`config.mk`:
```
export PLATFORM = sky130hd
export DESIGN_NAME = unique_entry_fifo
export DESIGN_NICKNAME = d
export VERILOG_FILES = /design/src/rtl/ufifo_pkg.sv /design/src/rtl/ufifo_ctrl.sv /design/src/rtl/ufifo_dp.sv /design/src/rtl/unique_entry_fifo.sv
export VERILOG_INCLUDE_DIRS = /design/src /design/src/rtl
export SDC_FILE = /design/constraint.sdc
export NUM_CORES = 1
export LEC_CHECK = 0
export BUFFER_PORTS_ARGS = -buffer_cell sky130_fd_sc_hd__buf_2
export CAP_MARGIN = 0
export CORE_MARGIN = 3
export CORE_UTILIZATION = 50
export CTS_CLUSTER_SIZE = 12
export DETAILED_ROUTE_END_ITERATION = 8
export GPL_TIMING_DRIVEN = 0
export PLACE_DENSITY = 0.69
export SLEW_MARGIN = 20
export SYNTH_ARGS = -nofsm -noshare
export SYNTH_HDL_FRONTEND = slang
export SYNTH_SLANG_ARGS = --single-unit
export TNS_END_PERCENT = 100
```
`constraint.sdc`:
```
create_clock -name i_clk -period 3.3 [get_ports i_clk]
set_input_delay 0.66 -clock i_clk [delete_from_list [all_inputs] [get_ports i_clk]]
set_output_delay 0.66 -clock i_clk [all_outputs]
set_load 0.01 [all_outputs]
```
`src/rtl/unique_entry_fifo_macros.svh`:
```
// ----------------------------------------------------------------------------
// unique_entry_fifo assertion macros
// Shared property wrappers for the unique entry FIFO checks.
// ----------------------------------------------------------------------------
`ifndef UNIQUE_ENTRY_FIFO_MACROS_SVH
`define UNIQUE_ENTRY_FIFO_MACROS_SVH

// same-cycle implication, off while reset is asserted
`define UEF_ASSERT_NOW(lbl, clk, rstn, ante, cons, msg) \
    lbl: assert property (@(posedge clk) disable iff (!(rstn)) (ante) |-> (cons)) \
        else $error(msg);

// next-cycle implication, off while reset is asserted
`define UEF_ASSERT_NEXT(lbl, clk, rstn, ante, cons, msg) \
    lbl: assert property (@(posedge clk) disable iff (!(rstn)) (ante) |=> (cons)) \
        else $error(msg);

`endif

```
`src/rtl/ufifo_pkg.sv`:
```
// ----------------------------------------------------------------------------
// ufifo_pkg
// Types, sizes and helpers shared by the unique entry FIFO modules.
// ----------------------------------------------------------------------------
package ufifo_pkg;

    localparam int DEPTH = 16;
    localparam int ID_W  = 16;
    localparam int PTR_W = (DEPTH > 1) ? $clog2(DEPTH) : 1;
    localparam int CNT_W = $clog2(DEPTH + 1);

    typedef enum logic [1:0] {
        FN_ENQ  = 2'd0,
        FN_DEQ  = 2'd1,
        FN_LIST = 2'd2
    } t_func;

    typedef enum logic [1:0] {
        ST_OK    = 2'd0,
        ST_DUP   = 2'd1,
        ST_EMPTY = 2'd2,
        ST_FULL  = 2'd3
    } t_status;

    typedef enum logic [2:0] {
        S_IDLE,
        S_SCAN,
        S_DEQ,
        S_LIST,
        S_EMPTY
    } t_state;

    // which result word the datapath builds this cycle
    typedef enum logic [2:0] {
        EM_NONE,
        EM_ENQ,
        EM_DEQ,
        EM_LIST,
        EM_EMPTY
    } t_emit;

    typedef struct packed {
        logic  start;   // word accepted: latch id, read head
        logic  step;    // compare current entry, read next
        t_emit emit;    // load output register
    } t_cmd;

    typedef struct packed {
        logic occ_zero;
        logic scan_done;  // every occupied entry compared
        logic list_last;  // current entry is the tail entry
    } t_dp_sts;

    function automatic logic [PTR_W-1:0] wrap_next(input logic [PTR_W-1:0] p);
        return (p == PTR_W'(DEPTH - 1)) ? '0 : p + PTR_W'(1);
    endfunction

endpackage

```
`src/rtl/ufifo_ctrl.sv`:
```
// ----------------------------------------------------------------------------
// ufifo_ctrl
// Sequencer for enqueue scan, dequeue and list; owns the output valid.
// ----------------------------------------------------------------------------
module ufifo_ctrl
    import ufifo_pkg::*;
(
    input  logic        i_clk,
    input  logic        i_rst_n,
    input  logic        i_in_valid,
    input  logic [1:0]  i_func,
    input  logic        i_out_stall,
    input  t_dp_sts     i_sts,
    output logic        o_in_stall,
    output logic        o_out_valid,
    output t_cmd        o_cmd
);

    t_state r_state, n_state;
    logic   r_out_valid, n_out_valid;
    logic   out_free;
    logic   in_acc;

    assign out_free   = !r_out_valid || !i_out_stall;
    assign o_in_stall = (r_state != S_IDLE);
    assign in_acc     = i_in_valid && (r_state == S_IDLE);

    always_ff @(posedge i_clk) begin
        if (!i_rst_n) begin
            r_state     <= S_IDLE;
            r_out_valid <= 1'b0;
        end else begin
            r_state     <= n_state;
            r_out_valid <= n_out_valid;
        end
    end

    always_comb begin
        n_state    = r_state;
        o_cmd      = '{start: 1'b0, step: 1'b0, emit: EM_NONE};
        case (r_state)
            S_IDLE: begin
                if (in_acc) begin
                    o_cmd.start = 1'b1;
                    case (t_func'(i_func))
                        FN_ENQ:  n_state = S_SCAN;
                        FN_DEQ:  n_state = i_sts.occ_zero ? S_EMPTY : S_DEQ;
                        FN_LIST: n_state = i_sts.occ_zero ? S_EMPTY : S_LIST;
                        default: n_state = S_IDLE;
                    endcase
                end
            end
            S_SCAN: begin
                if (!i_sts.scan_done) begin
                    o_cmd.step = 1'b1;
                end else if (out_free) begin
                    o_cmd.emit = EM_ENQ;
                    n_state    = S_IDLE;
                end
            end
            S_DEQ: begin
                if (out_free) begin
                    o_cmd.emit = EM_DEQ;
                    n_state    = S_IDLE;
                end
            end
            S_LIST: begin
                if (out_free) begin
                    o_cmd.emit = EM_LIST;
                    if (i_sts.list_last) begin
                        n_state = S_IDLE;
                    end else begin
                        o_cmd.step = 1'b1;
                    end
                end
            end
            S_EMPTY: begin
                if (out_free) begin
                    o_cmd.emit = EM_EMPTY;
                    n_state    = S_IDLE;
                end
            end
            default: begin
                n_state = S_IDLE;
            end
        endcase
    end

    always_comb begin
        n_out_valid = r_out_valid;
        if (o_cmd.emit != EM_NONE) begin
            n_out_valid = 1'b1;
        end else if (!i_out_stall) begin
            n_out_valid = 1'b0;
        end
    end

    assign o_out_valid = r_out_valid;

endmodule

```
`src/rtl/ufifo_dp.sv`:
```
// ----------------------------------------------------------------------------
// ufifo_dp
// Entry memory, pointers, occupancy, scan compare and output word register.
// ----------------------------------------------------------------------------
`include "unique_entry_fifo_macros.svh"

module ufifo_dp
    import ufifo_pkg::*;
(
    input  logic            i_clk,
    input  logic            i_rst_n,
    input  logic [ID_W-1:0] i_entry_id,
    input  t_cmd            i_cmd,
    output t_dp_sts         o_sts,
    output logic [1:0]      o_status,
    output logic [ID_W-1:0] o_out_id,
    output logic            o_last
);

    logic [ID_W-1:0]  mem [DEPTH];
    logic [ID_W-1:0]  r_rd_data;

    logic [PTR_W-1:0] r_head, n_head;
    logic [PTR_W-1:0] r_tail, n_tail;
    logic [CNT_W-1:0] r_occ, n_occ;

    logic [PTR_W-1:0] r_scan_ptr;
    logic [CNT_W-1:0] r_cnt;
    logic             r_dup;
    logic [ID_W-1:0]  r_id;

    t_status          r_status, n_status;
    logic [ID_W-1:0]  r_out_id, n_out_id;
    logic             r_last, n_last;

    logic [PTR_W-1:0] rd_addr;
    logic             rd_en;
    logic             wr_en;
    logic             match;
    logic             full;
    logic             enq_ok;
    logic             list_last;

    assign rd_addr   = i_cmd.start ? r_head : r_scan_ptr;
    assign rd_en     = i_cmd.start || i_cmd.step;
    assign match     = (r_rd_data == r_id);
    assign full      = (r_occ == CNT_W'(DEPTH));
    assign enq_ok    = !r_dup && !full;
    assign list_last = ((r_cnt + CNT_W'(1)) == r_occ);
    assign wr_en     = (i_cmd.emit == EM_ENQ) && enq_ok;

    assign o_sts = '{occ_zero:  (r_occ == '0),
                     scan_done: (r_cnt == r_occ),
                     list_last: list_last};

    // entry storage, registered read
    always_ff @(posedge i_clk) begin
        if (wr_en) begin
            mem[r_tail] <= r_id;
        end
        if (rd_en) begin
            r_rd_data <= mem[rd_addr];
        end
    end

    // scan state
    always_ff @(posedge i_clk) begin
        if (i_cmd.start) begin
            r_id       <= i_entry_id;
            r_scan_ptr <= wrap_next(r_head);
            r_cnt      <= '0;
            r_dup      <= 1'b0;
        end else if (i_cmd.step) begin
            r_scan_ptr <= wrap_next(r_scan_ptr);
            r_cnt      <= r_cnt + CNT_W'(1);
            r_dup      <= r_dup || match;
        end
    end

    always_comb begin
        n_head   = r_head;
        n_tail   = r_tail;
        n_occ    = r_occ;
        n_status = r_status;
        n_out_id = r_out_id;
        n_last   = r_last;
        case (i_cmd.emit)
            EM_ENQ: begin
                n_out_id = '0;
                n_last   = 1'b1;
                if (r_dup) begin
                    n_status = ST_DUP;
                end else if (full) begin
                    n_status = ST_FULL;
                end else begin
                    n_status = ST_OK;
                    n_tail   = wrap_next(r_tail);
                    n_occ    = r_occ + CNT_W'(1);
                end
            end
            EM_DEQ: begin
                n_status = ST_OK;
                n_out_id = r_rd_data;
                n_last   = 1'b1;
                n_head   = wrap_next(r_head);
                n_occ    = r_occ - CNT_W'(1);
            end
            EM_LIST: begin
                n_status = ST_OK;
                n_out_id = r_rd_data;
                n_last   = list_last;
            end
            EM_EMPTY: begin
                n_status = ST_EMPTY;
                n_out_id = '0;
                n_last   = 1'b1;
            end
            default: begin
            end
        endcase
    end

    always_ff @(posedge i_clk) begin
        if (!i_rst_n) begin
            r_head <= '0;
            r_tail <= '0;
            r_occ  <= '0;
        end else begin
            r_head <= n_head;
            r_tail <= n_tail;
            r_occ  <= n_occ;
        end
    end

    always_ff @(posedge i_clk) begin
        r_status <= n_status;
        r_out_id <= n_out_id;
        r_last   <= n_last;
    end

    assign o_status = r_status;
    assign o_out_id = r_out_id;
    assign o_last   = r_last;

    `UEF_ASSERT_NOW(a_deq_nonempty, i_clk, i_rst_n, i_cmd.emit == EM_DEQ, r_occ != '0, "dequeue with empty queue")
    `UEF_ASSERT_NOW(a_list_in_range, i_clk, i_rst_n, i_cmd.emit == EM_LIST, r_cnt < r_occ, "list word beyond occupancy")
    `UEF_ASSERT_NOW(a_step_in_range, i_clk, i_rst_n, i_cmd.step, r_cnt < r_occ, "scan step past last entry")
    `UEF_ASSERT_NEXT(a_enq_grows, i_clk, i_rst_n, wr_en, r_occ == $past(r_occ) + CNT_W'(1), "enqueue did not grow occupancy")

endmodule

```
`src/rtl/unique_entry_fifo.sv`:
```
// ----------------------------------------------------------------------------
// unique_entry_fifo
// FIFO of 16-bit identifiers that rejects an identifier already queued.
// ----------------------------------------------------------------------------
// Usage:
//   Input channel (i_in_valid / o_in_stall, i_func, i_entry_id): one word is
//   an operation. func 0 enqueue, 1 dequeue, 2 list; func 3 is dropped.
//   Output channel (o_out_valid / i_out_stall, o_status, o_out_id, o_last):
//   enqueue and dequeue give one word, list gives one word per queued entry
//   from head to tail, o_last set on the final one. Empty queue: one word,
//   status empty.
//   Flow: one item is in flight at a time; o_in_stall rises after the
//   accept and holds until its last word is loaded into the output register.
//   Enqueue first compares the id with each stored entry in turn through
//   the single memory read port (the duplicate compare); list reads one
//   entry per word, head to tail; dequeue and empty replies need no scan.
//   A finished word sits in the output register while the next operation
//   is taken; a stalled receiver holds the word and pauses the sequencer.
//   Reset (synchronous, active low) empties the queue and the output; the
//   entry memory itself is not cleared.
// ----------------------------------------------------------------------------
module unique_entry_fifo
    import ufifo_pkg::*;
(
    input  logic            i_clk,
    input  logic            i_rst_n,
    input  logic            i_in_valid,
    output logic            o_in_stall,
    input  logic [1:0]      i_func,
    input  logic [ID_W-1:0] i_entry_id,
    output logic            o_out_valid,
    input  logic            i_out_stall,
    output logic [1:0]      o_status,
    output logic [ID_W-1:0] o_out_id,
    output logic            o_last
);

    // command / status between sequencer and datapath
    t_cmd    cmd;
    t_dp_sts dp_sts;

    ufifo_ctrl u_ctrl (
        .i_clk       (i_clk),
        .i_rst_n     (i_rst_n),
        .i_in_valid  (i_in_valid),
        .i_func      (i_func),
        .i_out_stall (i_out_stall),
        .i_sts       (dp_sts),
        .o_in_stall  (o_in_stall),
        .o_out_valid (o_out_valid),
        .o_cmd       (cmd)
    );

    // memory, pointers, compare and output word register
    ufifo_dp u_dp (
        .i_clk      (i_clk),
        .i_rst_n    (i_rst_n),
        .i_entry_id (i_entry_id),
        .i_cmd      (cmd),
        .o_sts      (dp_sts),
        .o_status   (o_status),
        .o_out_id   (o_out_id),
        .o_last     (o_last)
    );

endmodule

```
==> metrics.txt, run 1 <==
outcome completed; Post-Syn Nets about 950; R2R cell count 8; GRT Overall Usage 20.50%; Worst Hold Margin between 0.3 and 0.4 ns; top post-synthesis cells by area edfxtp_1 (68%), mux2i_1 (5.2%), nand2_1 (4.5%); Vias per Instance around 5.8; Mapped Cells 914; GP Congestion between 0.8 and 0.9; clock sink count 334; Max Clock Skew 0.01648 ns; CTS tree done; critical path's most frequent cell clkbuf_1; DP HPWL around 20000 um; routed len/inst 21.85 um; I/O pin count between 40 and 50; core area 0.02650 sq mm; Clock Path Buffers 3; critical path's slowest cell or4_4; Slew Viols, Final 0; Die Y 171.6 um; FMAX around 310 MHz; distinct cell type count after synthesis 62; largest family of logic cells by synthesized area simple AND/OR/NAND/NOR gates; RSZ-0062 raised after global routing yes; Peak supply drop between 0.4 and 0.5 mV; reg2reg setup slack 0.08 ns; drt first pass iters 5; Min-Delay Path Depth 1; Worst EP required 3.52 ns; Adder-Cell Fraction of Synth Area 1.059%; drt drc 0; # diodes 0; layout cells sized above 1 17.20%; reg2reg start u_dp.r_cnt[2]$_SDFFE_PP0P_; Slew HR between 30% and 40%; largest net degree at the start of global routing 26; sequential-to-total area share from yosys stat 71.50%; Final Hold Vio Count 0; hold wc startpoint i_entry_id[8]; Detailed Route Iter0 Violations between 800 and 900; WHS Endpoint u_dp.r_id[8]$_DFFE_PP_; sum of negative setup slack 0 ns; number of synthesized register bits 334; initial core utilization 51.72%; Cell Area, Synth 0.01371 sq mm; mux share of post-synthesis cell area 5.669%; worst-path maximum fanout 10; Critical Path Source Type flip-flop; clock slew at reported path FFs 0.06 ns; post-synthesis area per instance 15.00 sq um; DRT antenna net count 0; Simple-Gate Fraction of Synth Area 9.659%; clock root cell clkbuf_16; crit path DAT 3.43 ns; layout net count 1047; area grow syn2layout 15.41%; H-tree depth 2; CP cell instances clkbuf_1, xor2_1, or4_4, nor4bb_1, clkbuf_1, nand2_1, nor2_2, buf_8; Die Area between 0.02 and 0.03 sq mm; top_reg_cell synth edfxtp_1; Synth async-reset ratio 0%; input/output buffers 42; Pwr per Cell Area 844.4 mW/mm^2; setup violators final 0; Post-synth top cells edfxtp_1 (311), nand2_1 (163), mux2i_1 (71); Lkg Pwr roughly 5.4 nW; dpl cells 1308; cell taking the most area after synthesis edfxtp_1; vias in the first global route 7544; Critical Path Max Stage Delay 0.54 ns; share of Yosys cell area claimed by the top area cell type approximately two thirds; post-synthesis xor/xnor area fraction under 10%; buffer and inverter count on the worst path 3; GR Overflow Total 0; Tcrit/Tclk final 97.44%; Min Clock Period, post-route 3.215 ns; later-pin clock latency in the skew report 0.51 ns; Synth Area in Compound Gates under 10%; post-route insts no fill 1370; DRT Wirelength 29930 um; initial antenna violation count 0; most common cell in the netlist edfxtp_1; first-pass GRT wire length 44750 um; HP Class input pin to flip-flop; yosys warns 0; Crit. End Element flip-flop; DR vias 7957; cts bufs inserted 36; Rows 59; Crit Path Category flip-flop to flip-flop; maxcap violations 0; Post-synth EDFFs 311; worst reg2reg endpoint u_dp.mem[9][6]$_DFFE_PP_; hold buffer count at cts 0; Slew @ Worst Pin between 1 and 1.5 ns; Die Width 171.6 um; CP delay by family, top simple AND/OR/NAND/NOR gates
metrics by stage:
stage / cell area [sq um] / total power, mW / utilization (%) / setup slack (ns)
6_report: 15820 / 13.36 / 59.69 / 0.08452
3_5_place_dp: 14670 / 9.667 / 55.34 / -0.1227
2_1_floorplan: 13730 / 8.346 / - / 0.3831
5_1_grt: 15820 / 13.95 / 59.69 / -0.04586
4_1_cts: 15750 / 13.39 / 59.42 / 0.04775
3_3_place_gp: 14360 / 9.544 / 54.17 / -0.6375
logic make-up after synthesis:
logic type | after synthesis
adder cells (fa/ha/maj) | 11
flip-flops | 334
buffers and inverters | 52
multiplexers | 75
AO/OA/AOI/OAI | 117
XOR/XNOR | 35
AND/OR/NAND/NOR | 290
how the worst max path moves through the flow:
stage                                           from                      endpoint  depth (start not counted)
after floorplan           u_dp.r_cnt[2]$_SDFFE_PP0P_     u_dp.mem[15][0]$_DFFE_PP_                          7
after CTS                 u_dp.r_cnt[2]$_SDFFE_PP0P_      u_dp.mem[5][5]$_DFFE_PP_                          8
after global placement                   i_out_stall     u_dp.mem[3][10]$_DFFE_PP_                          7
final                     u_dp.r_cnt[2]$_SDFFE_PP0P_      u_dp.mem[9][6]$_DFFE_PP_                          8
after global routing      u_dp.r_cnt[2]$_SDFFE_PP0P_      u_dp.mem[9][6]$_DFFE_PP_                          8
after detailed placement                  i_in_valid  u_dp.r_rd_data[11]$_DFFE_PP_                          9
placed cells by master, fill, tap and decap left out, types with 10 or more instances in the layout:
cell	netlist	final
buf_8	1	16
buf_2	10	52
a32oi_1	16	16
a32o_1	16	16
nor2b_1	18	18
o21ai_0	11	11
nor2_1	26	13
mux2i_1	71	70
clkbuf_1	17	26
nand2_1	163	163
edfxtp_1	311	311
clkbuf_16	0	38
xor2_1	12	12
ha_1	10	10
nand3_1	41	41
xnor2_1	23	23
dfxtp_1	23	23
o2111a_1	17	17
buf_6	8	10
a21oi_1	12	12
a221oi_2	10	10
registers in the layout (all words and copies together), names as in the netlist:
register            count
u_dp.r_id              16
u_dp.r_rd_data         16
u_dp.r_head             4
u_ctrl.r_state          3
u_dp.mem              256
u_ctrl.o_out_valid      1
u_dp.r_dup              1
u_dp.r_occ              5
u_dp.o_status           2
u_dp.r_scan_ptr         4
u_dp.o_last             1
u_dp.o_out_id          16
u_dp.r_cnt              5
u_dp.r_tail             4
cell type report:
class | count | area, sq um
Inverter | 9 | 38.79
Clock inverter | 11 | 87.58
Tap cell | 335 | 419.2
Multi-Input combinational cell | 528 | 3724
Fill cell | 1963 | 10680
Timing Repair Buffer | 63 | 500.5
Clock buffer | 48 | 988.4
Buffer | 42 | 260.3
Sequential cell | 334 | 9799
where the power goes:
| group | total (mW) | switching (mW) | leakage [nW] | internal (mW) |
|---|---|---|---|---|
| Clock | 3.70 | 1.53 | 0.521 | 2.17 |
| Combinational | 3.87 | 2.36 | 1.85 | 1.51 |
| Sequential | 5.79 | 0.397 | 3.01 | 5.39 |
| Total | 13.4 | 4.28 | 5.38 | 9.07 |
repair_timing:
action / CTS / global route
pin swaps: 0 / 4
setup buffers: 0 / 4
gates resized for setup: 1 / 7
endpoints found under the setup margin: 3 / 125
worst register-to-register path: cells and delay by family (launching register included):
kind / cells / cell delay, ns
and+or+nand+nor: 4 / 1.68
xor gates and xnor gates: 1 / 0.12
buffers and inverters: 3 / 0.82
DFF: 1 / 0.30
metal layers:
layer	global-route usage, %	vias up	wire [um]
met5	0	-	0
met4	5.143	0	596
met3	3.218	49	1981
met2	33.51	276	14170
met1	29.17	3949	13180
li1	-	3683	-
Note: power is estimated with default switching activity, not from simulation.
==> inputs of run 2 (changes only) <==
--- a/config.mk
+++ b/config.mk
@@ -10,11 +10,11 @@
 export CAP_MARGIN = 0
 export CORE_MARGIN = 3
 export CORE_UTILIZATION = 50
+export CTS_BUF_LIST = sky130_fd_sc_hd__clkbuf_4
 export CTS_CLUSTER_SIZE = 12
 export DETAILED_ROUTE_END_ITERATION = 8
 export GPL_TIMING_DRIVEN = 0
 export PLACE_DENSITY = 0.69
-export SLEW_MARGIN = 20
 export SYNTH_ARGS = -nofsm -noshare
 export SYNTH_HDL_FRONTEND = slang
 export SYNTH_SLANG_ARGS = --single-unit
==> run 2 against run 1 <==
  * The run now ends with negative setup slack left
  * Power fell by 2.1%
  * Sequential share of layout area about the same
  * Combinational power hardly changed
  * Routed wire length grew 1.5%
  * Cell area about the same
  * Count of clock-buffer cells in the layout rose by 76
  * Final cell count increased by 6.3%
  * Die area unchanged
  * Register-to-register slack worse by 0.13 ns
  * Via count is 3.4% higher
  * Clock skew rose by 0.045 ns
  * Critical path type unchanged
==> metrics.txt, run 2 (synthesis results as in run 1) <==
fillcell total roughly 2000; CTS tree done; input/output buffers 42; Pwr per Cell Area 826.5 mW/mm^2; Crit. End Element flip-flop; DR vias 8231; RSZ-0062 raised after global routing yes; Crit Path Category flip-flop to flip-flop; later-pin clock latency in the skew report 0.68 ns; sum of negative setup slack -0.3256 ns; layout cells sized above 1 a little under a quarter; dpl ws -0.1119 ns; Clock Path Buffers 3; GR Overflow Total 0; initial antenna violation count 1; Slew HR 33.37%; Lkg Pwr 5.496 nW; DRT antenna net count 0; HP Class input pin to flip-flop; Critical Path Source Type flip-flop; worst reg2reg endpoint u_dp.mem[9][1]$_DFFE_PP_; core area 0.02650 sq mm; number of flip-flops in the largest register 256; drt drc 0; GP Congestion ~0.81; hold wc startpoint i_entry_id[13]; reg2reg start u_dp.r_cnt[2]$_SDFFE_PP0P_; outcome finished, violations left; area grow syn2layout 15.40%; failing checks negative setup slack; setup violators final 10; Final Hold Vio Count 0; DRT Wirelength about 30000 um; Peak supply drop 0.3764 mV; Final Cell Area 0.01582 sq mm; placed cell areas 0.01466 sq mm; clock sink count 334; crit path DAT 3.70 ns; WHS Endpoint u_dp.r_id[13]$_DFFE_PP_; first-pass GRT wire length ~45000 um; Die Area 0.02943 sq mm; Worst EP required 3.66 ns; routed len/inst 20.87 um; Min Clock Period, post-route between 3 and 4 ns; Worst Hold Margin 0.1682 ns; fin worst setup slack -0.04346 ns; reg2reg setup slack -0.04 ns; Biggest register u_dp.mem; Power Total 13.07 mW; GRT Overall Usage 20.70%; most common cell after layout, fill and taps aside edfxtp_1; Slew Viols, Final 0; Max Clock Skew 0.06122 ns; H-tree depth 3; Min-Delay Path Depth 1; layout net count 1095; drt first pass iters 5; R2R cell count 8; worst-path maximum fanout 10; clock slew at reported path FFs 0.06 ns; largest net degree at the start of global routing 26; clock root cell clkbuf_4; I/O pin count between 40 and 50; Die Width 171.6 um; cts bufs inserted 85; leading cell types in the layout, fill and taps excluded edfxtp_1 (311), nand2_1 (163), clkbuf_4 (125), mux2i_1 (70), buf_2 (52); Rows 59; vias in the first global route 7940; initial core utilization 51.72%; Detailed Route Iter0 Violations 801; maxcap violations 0; Slew @ Worst Pin 0.9941 ns; Die Y 171.6 um; Vias per Instance 5.653; Tcrit/Tclk final 101.3%; FMAX 299.1 MHz; DP HPWL 20420 um
==> run 2: cell types whose count changed in the layout (fill, tap and decap cells not counted), sizes merged <==
cell      previous run  this run
clkbuf              65       141
buf                 88        87
bufinv               1         2
clkinvlp             1         0
diode                0         1
clkinv               9        16
inv                  9        12
==> run 2: how the worst max path moves through the flow <==
| stage | startpoint | to | slack (ns) |
|---|---|---|---|
| floorplan | u_dp.r_cnt[2]$_SDFFE_PP0P_ | u_dp.mem[15][0]$_DFFE_PP_ | 0.38 |
| global placement | i_out_stall | u_dp.mem[3][10]$_DFFE_PP_ | -0.64 |
| detailed placement | i_in_valid | u_dp.r_rd_data[11]$_DFFE_PP_ | -0.11 |
| CTS | u_dp.r_cnt[2]$_SDFFE_PP0P_ | u_dp.mem[3][15]$_DFFE_PP_ | 0.05 |
| global route | u_dp.r_cnt[2]$_SDFFE_PP0P_ | u_dp.mem[9][1]$_DFFE_PP_ | -0.10 |
| finish | u_dp.r_cnt[2]$_SDFFE_PP0P_ | u_dp.mem[9][1]$_DFFE_PP_ | -0.04 |
==> run 2: through the flow <==
| step | utilization, % | cells |
|---|---|---|
| after CTS | 59.34 | 1452 |
| final | 59.68 | 1456 |
| after floorplan | - | 914 |
| after global placement | 54.17 | 1291 |
| after detailed placement | 55.30 | 1307 |
| after global routing | 59.68 | 1456 |
==> run 2: what timing repair did <==
action / 4_1_cts / 5_1_grt
endpoints found under the setup margin: 27 / 107
hold buffers: 0 / 0
resized for setup: 2 / 8
buffers inserted: 0 / 4
gates cloned: 0 / 0
endpoints found under the hold margin: 0 / 0
pin swaps: 0 / 3
==> run 2: where the power goes <==
| group | internal (mW) | switching (mW) |
|---|---|---|
| clock | 1.87 | 1.56 |
| combinational | 1.51 | 2.36 |
| sequential | 5.39 | 0.388 |
==> run 2: routing by layer <==
metal | vias to the layer above | GRT usage, % | share of wire [%]
met5 | - | 0 | 0
met4 | 0 | 6.403 | 1.7
met1 | 3965 | 28.29 | 42
met2 | 373 | 33.57 | 47
li1 | 3841 | - | -
met3 | 52 | 4.505 | 9.1
==> run 2: cell type report <==
type | instances | area [sq um] | area share (%)
Sequential cell | 334 | 9799 | 61.96
Multi-Input combinational cell | 528 | 3729 | 23.57
Clock buffer | 124 | 930.9 | 5.886
Timing Repair Buffer | 62 | 505.5 | 3.196
Tap cell | 335 | 419.2 | 2.650
Buffer | 42 | 260.3 | 1.645
Clock inverter | 21 | 131.4 | 0.8306
Inverter | 9 | 38.79 | 0.2452
Antenna cell | 1 | 2.502 | 0.01582
==> run 2: critical path, cell delays in order (launching register included) <==
cell and delay [ns]:
dfxtp_1 0.31, clkbuf_1 0.29, xor2_1 0.11, or4_4 0.54, nor4bb_1 0.34, clkbuf_1 0.34, nand2_1 0.32, nor2_2 0.54
buf_8 0.23
